**config.mk**
```make
export PLATFORM = sky130hd
export DESIGN_NAME = depth_foreground_detect_flat
export DESIGN_NICKNAME = d
export VERILOG_FILES = /design/src/rtl/dfd_pkg.sv /design/src/rtl/dfd_if.sv /design/src/rtl/dfd_divider.sv /design/src/rtl/dfd_classify.sv /design/src/rtl/depth_foreground_detect.sv /design/src/flat_wrapper.sv
export SDC_FILE = /design/constraint.sdc
export NUM_CORES = 1
export LEC_CHECK = 0
export ABC_CLOCK_PERIOD_IN_PS = 21600
export BUFFER_PORTS_ARGS = -buffer_cell sky130_fd_sc_hd__buf_2
export CAP_MARGIN = 20
export CORE_UTILIZATION = 45
export CTS_BUF_LIST = sky130_fd_sc_hd__clkbuf_4 sky130_fd_sc_hd__clkbuf_8
export DETAILED_ROUTE_END_ITERATION = 8
export HOLD_SLACK_MARGIN = 0.06
export PLACE_DENSITY = 0.66
export SYNTH_ARGS = -nofsm -noshare
export SYNTH_HDL_FRONTEND = slang
export SYNTH_SLANG_ARGS = --single-unit
```
**constraint.sdc**
```tcl
create_clock -name clk -period 21.6 [get_ports clk]
set_input_delay 1.08 -clock clk [delete_from_list [all_inputs] [get_ports clk]]
set_output_delay 1.08 -clock clk [all_outputs]
set_load 0.02 [all_outputs]
```
**src/rtl/dfd_pkg.sv**
```systemverilog
// dfd_pkg: shared widths, constants, types and the divider step function
// for the depth foreground detector. No dependencies.

package dfd_pkg;

    localparam int SUM_W   = 24;
    localparam int CNT_W   = 8;
    localparam int DEPTH_W = 16;
    localparam int SHADE_W = 8;

    // averaging window in samples; foreground needs more than 7/8 of it
    localparam int SAMPLE_WINDOW  = 32;
    localparam int FG_COUNT_LIMIT = (SAMPLE_WINDOW * 7) / 8;

    // pipelined restoring divider: quotient bits resolved per stage
    localparam int DIV_STEP_BITS = 4;
    localparam int DIV_STAGES    = SUM_W / DIV_STEP_BITS;
    localparam int REM_W         = CNT_W;

    // shade = diff*255/8000, saturated; rounded-up reciprocal of 125 after >>6
    localparam int SHADE_SCALE = 255;
    localparam int SHADE_RANGE = 8000;
    localparam int SHADE_MAX   = 255;
    localparam int SHADE_X_W   = DEPTH_W + 8;
    localparam int SHADE_Y_LSB = 6;
    localparam int SHADE_Y_W   = 15;
    localparam int SHADE_RECIP = 33555;
    localparam int RECIP_W     = 16;
    localparam int SHADE_SHIFT = 22;
    localparam int PROD_W      = SHADE_Y_W + RECIP_W;

    typedef struct packed {
        logic [REM_W-1:0]   rem;
        logic [SUM_W-1:0]   num;
        logic [CNT_W-1:0]   cnt;
        logic [DEPTH_W-1:0] bg;
    } div_stage_t;

    typedef struct packed {
        logic [SUM_W-1:0]   quot;
        logic [CNT_W-1:0]   cnt;
        logic [DEPTH_W-1:0] bg;
    } quot_t;

    typedef struct packed {
        logic [DEPTH_W-1:0] avg;
        logic               fg;
        logic [DEPTH_W-1:0] diff;
        logic [SHADE_W-1:0] shade;
    } result_t;

    // one stage worth of restoring division steps; quotient bits shift in at the bottom
    function automatic div_stage_t div_step(div_stage_t s);
        div_stage_t       o;
        logic [REM_W:0]   r;
        int               i;
        o = s;
        for (i = 0; i < DIV_STEP_BITS; i++)
        begin
            r = {o.rem, o.num[SUM_W-1]};
            o.num = {o.num[SUM_W-2:0], 1'b0};
            if (r >= {1'b0, o.cnt})
            begin
                r = r - {1'b0, o.cnt};
                o.num[0] = 1'b1;
            end
            o.rem = r[REM_W-1:0];
        end
        return o;
    endfunction

endpackage

```
**src/rtl/dfd_if.sv**
```systemverilog
// dfd_if: valid/ready channel interfaces for pixel input and result output.
// Depends on dfd_pkg for field widths.

interface dfd_pixel_if;
    logic                        valid;
    logic                        ready;
    logic [dfd_pkg::SUM_W-1:0]   depth_sum;
    logic [dfd_pkg::CNT_W-1:0]   sample_count;
    logic [dfd_pkg::DEPTH_W-1:0] background_depth;

    modport source (output valid, depth_sum, sample_count, background_depth, input ready);
    modport sink   (input valid, depth_sum, sample_count, background_depth, output ready);
endinterface

interface dfd_result_if;
    logic                        valid;
    logic                        ready;
    logic [dfd_pkg::DEPTH_W-1:0] average_depth;
    logic                        is_foreground;
    logic [dfd_pkg::DEPTH_W-1:0] depth_difference;
    logic [dfd_pkg::SHADE_W-1:0] difference_shade;

    modport source (output valid, average_depth, is_foreground, depth_difference,
                    difference_shade, input ready);
    modport sink   (input valid, average_depth, is_foreground, depth_difference,
                    difference_shade, output ready);
endinterface

```
**src/rtl/dfd_divider.sv**
```systemverilog
// dfd_divider: pipelined restoring divider, depth_sum / sample_count,
// a few quotient bits per stage. Depends on dfd_pkg and dfd_if.

module dfd_divider
(
    input  logic               clk,
    input  logic               rst_n,
    dfd_pixel_if.sink          pixel,
    output logic               out_valid,
    input  logic               out_ready,
    output dfd_pkg::quot_t     out_data
);

    localparam int N = dfd_pkg::DIV_STAGES;

    dfd_pkg::div_stage_t stage_reg  [N];
    dfd_pkg::div_stage_t stage_in   [N];
    dfd_pkg::div_stage_t stage_next [N];
    logic [N-1:0]        valid_reg;
    logic [N-1:0]        valid_in;
    logic [N:0]          rdy;

    assign rdy[N] = out_ready;

    genvar g;
    generate
        for (g = 0; g < N; g++)
        begin : g_stage
            if (g == 0)
            begin : g_first
                always_comb
                begin
                    stage_in[g].rem = '0;
                    stage_in[g].num = pixel.depth_sum;
                    stage_in[g].cnt = pixel.sample_count;
                    stage_in[g].bg  = pixel.background_depth;
                end
                assign valid_in[g] = pixel.valid;
            end
            else
            begin : g_rest
                assign stage_in[g] = stage_reg[g-1];
                assign valid_in[g] = valid_reg[g-1];
            end

            assign rdy[g]        = !valid_reg[g] || rdy[g+1];
            assign stage_next[g] = dfd_pkg::div_step(stage_in[g]);

            always_ff @(posedge clk or negedge rst_n)
            begin
                if (!rst_n)
                begin
                    valid_reg[g] <= 1'b0;
                end
                else if (rdy[g])
                begin
                    valid_reg[g] <= valid_in[g];
                end
            end

            always_ff @(posedge clk)
            begin
                if (rdy[g] && valid_in[g])
                begin
                    stage_reg[g] <= stage_next[g];
                end
            end
        end
    endgenerate

    assign pixel.ready   = rdy[0];
    assign out_valid     = valid_reg[N-1];
    assign out_data.quot = stage_reg[N-1].num;
    assign out_data.cnt  = stage_reg[N-1].cnt;
    assign out_data.bg   = stage_reg[N-1].bg;

endmodule

```
**src/rtl/dfd_classify.sv**
```systemverilog
// dfd_classify: saturating average, background compare and shade scaling,
// three register stages ending in the output register. Depends on dfd_pkg, dfd_if.

module dfd_classify
(
    input  logic                        clk,
    input  logic                        rst_n,
    input  logic [dfd_pkg::DEPTH_W-1:0] diff_threshold,
    input  logic                        in_valid,
    output logic                        in_ready,
    input  dfd_pkg::quot_t              in_data,
    dfd_result_if.source                result
);

    localparam int DW = dfd_pkg::DEPTH_W;
    localparam int CW = dfd_pkg::CNT_W;

    typedef struct packed {
        logic [DW-1:0]                  avg;
        logic                           fg;
        logic [DW-1:0]                  diff;
        logic                           sat;
        logic [dfd_pkg::SHADE_Y_W-1:0]  y;
    } cmp_t;

    typedef struct packed {
        logic [DW-1:0]                  avg;
        logic                           fg;
        logic [DW-1:0]                  diff;
        logic                           sat;
        logic [dfd_pkg::PROD_W-1:0]     prod;
    } scale_t;

    cmp_t              cmp_reg, cmp_next;
    scale_t            scl_reg, scl_next;
    dfd_pkg::result_t  res_reg, res_next;
    logic              cmp_valid_reg, scl_valid_reg, res_valid_reg;
    logic              cmp_rdy, scl_rdy, res_rdy;

    logic [DW-1:0]                  avg;
    logic [DW-1:0]                  diff_abs;
    logic [dfd_pkg::SHADE_X_W-1:0]  x;

    assign res_rdy  = !res_valid_reg || result.ready;
    assign scl_rdy  = !scl_valid_reg || res_rdy;
    assign cmp_rdy  = !cmp_valid_reg || scl_rdy;
    assign in_ready = cmp_rdy;

    // stage 1: saturate, absolute difference, foreground decision
    always_comb
    begin
        if (in_data.cnt == '0)
        begin
            avg = '0;
        end
        else if (|in_data.quot[dfd_pkg::SUM_W-1:DW])
        begin
            avg = '1;
        end
        else
        begin
            avg = in_data.quot[DW-1:0];
        end

        if (avg >= in_data.bg)
        begin
            diff_abs = avg - in_data.bg;
        end
        else
        begin
            diff_abs = in_data.bg - avg;
        end

        // diff*255 as shift and subtract
        x = {diff_abs, 8'b0} - {8'b0, diff_abs};

        cmp_next.avg  = avg;
        cmp_next.fg   = (avg != '0) && (in_data.cnt > CW'(dfd_pkg::FG_COUNT_LIMIT))
                        && (diff_abs > diff_threshold);
        cmp_next.diff = cmp_next.fg ? diff_abs : '0;
        cmp_next.sat  = diff_abs >= DW'(dfd_pkg::SHADE_RANGE);
        cmp_next.y    = x[dfd_pkg::SHADE_Y_LSB +: dfd_pkg::SHADE_Y_W];
    end

    // stage 2: reciprocal multiply for /125
    always_comb
    begin
        scl_next.avg  = cmp_reg.avg;
        scl_next.fg   = cmp_reg.fg;
        scl_next.diff = cmp_reg.diff;
        scl_next.sat  = cmp_reg.sat;
        scl_next.prod = dfd_pkg::PROD_W'(cmp_reg.y)
                        * dfd_pkg::PROD_W'(dfd_pkg::SHADE_RECIP);
    end

    // stage 3: shade select into the output register
    always_comb
    begin
        res_next.avg  = scl_reg.avg;
        res_next.fg   = scl_reg.fg;
        res_next.diff = scl_reg.diff;
        if (!scl_reg.fg)
        begin
            res_next.shade = '0;
        end
        else if (scl_reg.sat)
        begin
            res_next.shade = dfd_pkg::SHADE_W'(dfd_pkg::SHADE_MAX);
        end
        else
        begin
            res_next.shade = scl_reg.prod[dfd_pkg::SHADE_SHIFT +: dfd_pkg::SHADE_W];
        end
    end

    always_ff @(posedge clk or negedge rst_n)
    begin
        if (!rst_n)
        begin
            cmp_valid_reg <= 1'b0;
            scl_valid_reg <= 1'b0;
            res_valid_reg <= 1'b0;
        end
        else
        begin
            if (cmp_rdy)
            begin
                cmp_valid_reg <= in_valid;
            end
            if (scl_rdy)
            begin
                scl_valid_reg <= cmp_valid_reg;
            end
            if (res_rdy)
            begin
                res_valid_reg <= scl_valid_reg;
            end
        end
    end

    always_ff @(posedge clk)
    begin
        if (cmp_rdy && in_valid)
        begin
            cmp_reg <= cmp_next;
        end
        if (scl_rdy && cmp_valid_reg)
        begin
            scl_reg <= scl_next;
        end
        if (res_rdy && scl_valid_reg)
        begin
            res_reg <= res_next;
        end
    end

    assign result.valid            = res_valid_reg;
    assign result.average_depth    = res_reg.avg;
    assign result.is_foreground    = res_reg.fg;
    assign result.depth_difference = res_reg.diff;
    assign result.difference_shade = res_reg.shade;

endmodule

```
**src/rtl/depth_foreground_detect.sv**
```systemverilog
// depth_foreground_detect: top level, threshold register, divider and classifier.
// Depends on dfd_pkg, dfd_if, dfd_divider and dfd_classify.
//
// Usage:
//   pixel  - valid/ready input channel; one transaction per depth pixel carries
//            the depth sum, the sample count and the stored background depth.
//   result - valid/ready output channel; one transaction per pixel with the
//            average depth, the foreground flag, the difference and its shade.
//   cfg_wr_en/cfg_wr_data - writes diff_threshold; change it only while idle.
// Throughput is one pixel per clock while the receiver is ready. From input
// transaction to result valid a pixel passes six divider stages, four quotient
// bits each, set by the 24-bit quotient, then three classify stages (compare,
// reciprocal multiply, output register).
// Reset clears all valid bits and sets diff_threshold to 0.
// When the receiver stalls, results collect in the pipeline; each stage keeps
// taking data while it has a free slot, so the input stays ready until all
// nine stages hold a pixel. Nothing is dropped or repeated.

module depth_foreground_detect
(
    input  logic                        clk,
    input  logic                        rst_n,
    input  logic                        cfg_wr_en,
    input  logic [dfd_pkg::DEPTH_W-1:0] cfg_wr_data,
    dfd_pixel_if.sink                   pixel,
    dfd_result_if.source                result
);

    logic [dfd_pkg::DEPTH_W-1:0] thr_reg;
    logic                        div_valid;
    logic                        div_ready;
    dfd_pkg::quot_t              div_data;

    always_ff @(posedge clk or negedge rst_n)
    begin
        if (!rst_n)
        begin
            thr_reg <= '0;
        end
        else if (cfg_wr_en)
        begin
            thr_reg <= cfg_wr_data;
        end
    end

    dfd_divider u_divider
    (
        .clk       (clk),
        .rst_n     (rst_n),
        .pixel     (pixel),
        .out_valid (div_valid),
        .out_ready (div_ready),
        .out_data  (div_data)
    );

    dfd_classify u_classify
    (
        .clk            (clk),
        .rst_n          (rst_n),
        .diff_threshold (thr_reg),
        .in_valid       (div_valid),
        .in_ready       (div_ready),
        .in_data        (div_data),
        .result         (result)
    );

endmodule

```
**src/flat_wrapper.sv**
```systemverilog
// flat-port wrapper written by rule: the top's interface ports become plain ports
module depth_foreground_detect_flat 
  (clk, rst_n, cfg_wr_en, cfg_wr_data, pixel_valid, pixel_depth_sum, pixel_sample_count, pixel_background_depth, pixel_ready, result_valid, result_average_depth, result_is_foreground, result_depth_difference, result_difference_shade, result_ready);
  dfd_pixel_if pixel_i ();
  dfd_result_if result_i ();
  input  logic clk;
  input  logic rst_n;
  input  logic cfg_wr_en;
  input  logic [dfd_pkg::DEPTH_W-1:0] cfg_wr_data;
  input wire logic [$bits(pixel_i.valid)-1:0] pixel_valid;
  input wire logic [$bits(pixel_i.depth_sum)-1:0] pixel_depth_sum;
  input wire logic [$bits(pixel_i.sample_count)-1:0] pixel_sample_count;
  input wire logic [$bits(pixel_i.background_depth)-1:0] pixel_background_depth;
  output wire logic [$bits(pixel_i.ready)-1:0] pixel_ready;
  output wire logic [$bits(result_i.valid)-1:0] result_valid;
  output wire logic [$bits(result_i.average_depth)-1:0] result_average_depth;
  output wire logic [$bits(result_i.is_foreground)-1:0] result_is_foreground;
  output wire logic [$bits(result_i.depth_difference)-1:0] result_depth_difference;
  output wire logic [$bits(result_i.difference_shade)-1:0] result_difference_shade;
  input wire logic [$bits(result_i.ready)-1:0] result_ready;
  assign pixel_i.valid = pixel_valid;
  assign pixel_i.depth_sum = pixel_depth_sum;
  assign pixel_i.sample_count = pixel_sample_count;
  assign pixel_i.background_depth = pixel_background_depth;
  assign pixel_ready = pixel_i.ready;
  assign result_valid = result_i.valid;
  assign result_average_depth = result_i.average_depth;
  assign result_is_foreground = result_i.is_foreground;
  assign result_depth_difference = result_i.depth_difference;
  assign result_difference_shade = result_i.difference_shade;
  assign result_i.ready = result_ready;
  depth_foreground_detect u_core (.clk(clk), .rst_n(rst_n), .cfg_wr_en(cfg_wr_en), .cfg_wr_data(cfg_wr_data), .pixel(pixel_i), .result(result_i));
endmodule
```
## Yosys cells after proc, flatten, opt, wreduce, memory -nomap -nowiden

Memory sizes are Yosys's and may differ from the RTL's.
Cells that the tools add are included.

- Register bits: 179
- Bits in writable memories: 336
- Input port bits: 69
- Output and inout port bits: 43
- Logic and storage cells: 177
- Memories: 1

- Add/sub/neg operators: 27
- Multipliers: 1
- Order comparisons: 28
- Muxes and demuxes: 64
- Reductions and logical operators: 32

Memories:

| name | words | bits a word | read ports | clocked after memory_dff | write ports | line | source |
|---|---|---|---|---|---|---|---|
| u_core.u_divider.stage_reg | 6 | 56 | 6 | 0 | 6 | dfd_divider.sv:16 | `dfd_pkg::div_stage_t stage_reg [N];` |

Operators by type and width:

| kind | count |
|---|---|
| 9-bit by 8-bit greater-or-equal comparator with 1-bit output | 23 |
| 8-bit 2-to-1 mux | 25 |
| 8-bit subtractor | 23 |
| 16-bit 2-to-1 mux | 3 |
| 1-bit 2-to-1 mux | 36 |
| 16-bit subtractor | 2 |
| 15-bit by 16-bit multiplier with 30-bit output (second input constant) | 1 |
| 21-bit by 16-bit subtractor with 21-bit output | 1 |
| 16-bit by 13-bit greater-or-equal comparator with 1-bit output (second input constant) | 1 |
| 16-bit greater-or-equal comparator | 1 |
| 16-bit greater-than comparator | 1 |
| 16-bit nonzero test | 1 |
| 1-bit logical AND | 11 |
| 1-bit logical NOT | 9 |
| 1-bit logical OR | 9 |
| 1-bit by 8-bit greater-or-equal comparator with 1-bit output | 1 |
| 8-bit by 5-bit greater-than comparator with 1-bit output (second input constant) | 1 |
| 8-bit logical NOT | 1 |
| 8-bit OR reduction | 1 |
| 1-bit by 8-bit subtractor with 8-bit output | 1 |

## Depth between registers and ports, before layout

- Depth in word-level cells: 13
- Depth in mapped cells: 49
- Gate-level depth less buffers: 47

## Hierarchy

From an unflattened synthesis, not the netlist that was laid out.

- Cell total of the unflattened synthesis: 2,558
- Area, all modules: 30,344.1 um^2

By module, submodules not included:

| module | times used | cells an instance | area each (um^2) | seq. area each (um^2) |
|---|---|---|---|---|
| dfd_divider | 1 | 1,635 | 19,727.7 | 9,999.6 |
| dfd_classify | 1 | 889 | 9,967.1 | 4,038.9 |
| depth_foreground_detect | 1 | 34 | 649.4 | 400.4 |

## Worst setup path before layout

Ideal clock, no wire load.

- Path type: register -> register
- Start point: memory u_core.u_divider.stage_reg[0][17] (netlist name)
- End point: memory u_core.u_divider.stage_reg[1][49] (netlist name) (data pin)
- Library setup time: 260 ps
- Arrival time: 8,926 ps
- Required time: 21,340 ps
- Path slack: 12,414 ps
- Cell stages (with the launch flop): 44
- Buffers on the path: 1
- Period minus slack after synthesis: 9,186 ps
- Cell sequence: edfxtp_1 inv_1 ha_1 nor2b_1 o21a_1 a311o_1 a211oi_1 o21a_2 inv_4 o21ai_0 inv_1 ha_1 nor2b_1 o21ai_0 a21oi_1 o21ai_0 a21oi_1 o31ai_1 [8 not listed] a21boi_0 o21ai_0 a31oi_1 a311oi_4 o21ai_0 ha_1 nor2b_1 o21ai_0 a21boi_0 o21ai_0 a21boi_0 o21a_1 nor2_1 o21ai_0 a21oi_1 and2_1 buf_6 mux2_4

RTL lines:

| item | line |
|---|---|
| start: declaration | dfd_divider.sv:16 |

==> flow_metrics.env <==
export IMPL_detailroute_via_count=18400
export IMPL_drv_slew=0
export IMPL_worst_setup_path_start_kind="flop"
export IMPL_synth_seq_cells=485
export IMPL_setup_violations=0
export IMPL_area_growth_pct=11.4
export IMPL_synth_seq_area_share_pct=49.5
export IMPL_syn_num_nets=2938
export IMPL_met1_usage_pct=23.0
export IMPL_top_usage_layer="met2"
export IMPL_die_h_microns=257
export IMPL_fin_nets=3120
export IMPL_cts_tree="yes"
export IMPL_crit_path_frequent_cell="o21ai_0"
export IMPL_cp_data_required_time_ps=22000
export IMPL_cp_top_family="compound AO/OA/AOI/OAI gates"
export IMPL_rsz0062_at_grt="false"
export IMPL_path_max_fanout=13
export IMPL_portBuffers=111
export IMPL_slew_headroom_pct=28.2
export IMPL_worstMarginPinSlew_ps=1080
export IMPL_worst_setup_path_type="flop to flop"
export IMPL_worstHoldPathType="flop to flop"
export IMPL_synth_area_per_cell_sq_um=11.9
export IMPL_root_buffer="clkbuf_8"
export IMPL_synthesis_area_sq_mm=0.0292
export IMPL_cpMaxStageDelayCell="a21oi_1"
export IMPL_drtPass1Iterations=5
export IMPL_grt_overflow_total=0
export IMPL_max_stage_delay_ps=730
export IMPL_crit_buf_inv=3
export IMPL_hpwl_microns=45700
export IMPL_core_sq_mm=0.0635
export IMPL_drc=0
export IMPL_start_util_pct=45.9
export IMPL_ant_nets=0
export IMPL_multi_input_area_sq_mm=0.0134
export IMPL_status="finished, final reports clean"
export IMPL_dp_cells=3404
export IMPL_dpl_cell_area_sq_mm=0.0308
export IMPL_finalClockSkew_ps=40.7
export IMPL_grt_max_degree=57
export IMPL_largest_reg_flops=328
export IMPL_yosysWarnings=0
export IMPL_clockBufferDepth=3
export IMPL_syn_instance_count=2458
export IMPL_wl_per_cell_microns=16.5
export IMPL_max_freq_mhz=91.6
export IMPL_synth_flop_cell="edfxtp_1"
export IMPL_insertion_delay_ps=670
export IMPL_cts_resized_gates=0
export IMPL_htreeDepth=3
export IMPL_regToRegSetupSlack_ps=10690
export IMPL_rows=92
export IMPL_async_reset_ff_share_pct=5.15
export IMPL_dieArea_sq_mm=0.0659
export IMPL_period_minus_slack_ps=10910
export IMPL_grtUsageTotal_pct=18.0
export IMPL_fin_area_sq_mm=0.0325
export IMPL_holdBufCountCts=0
export IMPL_routabilityCongestion=0.910
export IMPL_wl_microns=58600
export IMPL_grt_pass1_vias=19000
export IMPL_setup_tns_ps=0
export IMPL_antenna_found_initial=2
export IMPL_ys_types=78
export IMPL_cts_setup_buffers=0
export IMPL_timing_final_crit_share_pct=50.5
export IMPL_cts_sinks=485
export IMPL_grt_first_pass_wirelength_microns=95400
export IMPL_cts_buffers=80
export IMPL_grt_use_met2_pct=30.6
export IMPL_cp_end_kind="flop"
export IMPL_crit_arrival_ps=11310
export IMPL_fp_dieW_microns=257
export IMPL_fillers=5525
export IMPL_path_clk_slew_ps=60
export IMPL_seq_area_sq_mm=0.0144
export IMPL_use_met3_pct=2.74
export IMPL_viasPerCell=5.19
export IMPL_synth_edff_count=460
export IMPL_drive_gt1_share_pct=14.2
export IMPL_cap_violations=0
export IMPL_final_cells=3549
export IMPL_first_iter_violations=953
export IMPL_hold_viol_final=0
export IMPL_ioPinCount=112
==> stage by stage <==
step | util (%) | worst slack (ps) | hold slack [ps]
floorplan | - | 12410 | 400
global placement | 48.5 | 11130 | 400
detailed placement | 48.5 | 10780 | 405
CTS | 51.2 | 10710 | 392
global route | 51.2 | 9570 | 401
finish | 51.2 | 10690 | 399
==> cell usage after synthesis, types with 3 or more instances <==
cell | count | area share [%]
a2111oi_0 | 3 | 0.090
a211oi_1 | 10 | 0.26
a21boi_0 | 24 | 0.62
a21o_1 | 33 | 0.85
a21oi_1 | 128 | 2.2
a31oi_1 | 9 | 0.19
a41o_1 | 3 | 0.10
and2_1 | 10 | 0.21
and3_1 | 4 | 0.086
and4_1 | 6 | 0.18
buf_2 | 4 | 0.069
clkbuf_1 | 16 | 0.21
dfrtp_1 | 25 | 2.1
edfxtp_1 | 460 | 47
fa_1 | 58 | 4.0
ha_1 | 353 | 15
inv_1 | 343 | 4.4
mux2_2 | 91 | 3.5
mux2_4 | 6 | 0.31
mux2i_1 | 39 | 1.3
nand2_1 | 114 | 1.5
nand2b_1 | 25 | 0.54
nand3_1 | 31 | 0.53
nand4_1 | 38 | 0.81
nand4b_1 | 3 | 0.090
nor2_1 | 147 | 1.9
nor2b_1 | 42 | 0.90
nor3_1 | 23 | 0.39
nor4_1 | 3 | 0.064
o211a_1 | 5 | 0.17
o211ai_1 | 8 | 0.21
o21a_1 | 33 | 0.85
o21ai_0 | 144 | 2.5
o21bai_1 | 16 | 0.41
o31ai_1 | 6 | 0.15
or2_2 | 7 | 0.15
or3_1 | 6 | 0.13
or4_1 | 7 | 0.18
xnor2_1 | 95 | 2.9
xor2_1 | 31 | 0.93
==> metal layers <==
metal / vias to the layer above / share of wire [%] / wire length [microns]
li1: 9186 / - / -
met1: 8702 / 45 / 26400
met2: 396 / 48 / 28100
met3: 137 / 3.8 / 2200
met4: 0 / 3.2 / 1860
met5: - / 0 / 0
==> worst paths after layout <==
path	from	to	cells after the start
max	u_core.u_divider.stage_reg[2][17]	u_core.u_divider.stage_reg[3][50]	44
min	u_core.u_divider.stage_reg[4][14]	u_core.u_divider.stage_reg[5][14]	0
max reg2reg	u_core.u_divider.stage_reg[2][17]	u_core.u_divider.stage_reg[3][50]	44
min reg2reg	u_core.u_divider.stage_reg[4][14]	u_core.u_divider.stage_reg[5][14]	0
max in group asynchronous	rst_n	u_core.u_divider.valid_in[4]	1
min in group asynchronous	rst_n	u_core.thr_reg[9]	1
==> worst reg2reg max path: cells and delay by family, from the launching register on <==
family / cells / cell delay (ps)
flip-flops: 1 / 590
AO/OA/AOI/OAI: 27 / 6290
adder cells (fa/ha/maj): 4 / 1340
AND/OR/NAND/NOR: 9 / 1600
multiplexers: 1 / 390
buffers and inverters: 3 / 440
==> kinds of logic after synthesis <==
group	Yosys count	share of synthesized area, %
DFF	485	49.5
and+or+nand+nor	473	7.86
AOI/OAI and AO/OA	457	9.77
adders and majority gates	411	19.1
buffers and inverters	370	4.84
muxes	136	5.16
xor gates and xnor gates	126	3.78
==> layout by cell type, fill, tap and decap left out, types with 6 or more instances in the layout <==
cell	synthesis	routed
nand2_1	114	114
xor2_1	31	31
dfrtp_1	25	25
clkbuf_8	0	86
nand4_1	38	38
a21o_1	33	33
or2_2	7	7
o21bai_1	16	16
edfxtp_1	460	460
mux2_2	91	91
o21a_1	33	33
nor2b_1	42	40
xnor2_1	95	95
o21ai_0	144	144
mux2_4	6	6
nor3_1	23	23
o31ai_1	6	6
nor2_1	147	147
o211ai_1	8	8
nand2b_1	25	25
clkinv_2	0	8
or3_1	6	6
fa_1	58	58
and4_1	6	6
nand3_1	31	31
buf_4	0	12
a21oi_1	128	128
or4_1	7	7
mux2i_1	39	39
clkbuf_4	0	26
inv_1	343	343
a21boi_0	24	24
clkinv_1	2	15
a31oi_1	9	7
a211oi_1	10	10
buf_2	4	111
ha_1	353	353
==> area by class of cell <==
class	count	share of cell area, %
antenna	1	0.00769
timing repair buffer	124	2.02
clock buffer	112	4.24
inverter	346	4.00
multi-input combinational	1603	41.2
tap	846	3.25
sequential	485	44.4
clock inverter	32	0.908
Power is not shown: default switching activity piles up to over one toggle a cycle in this logic, so the estimate is an artifact.
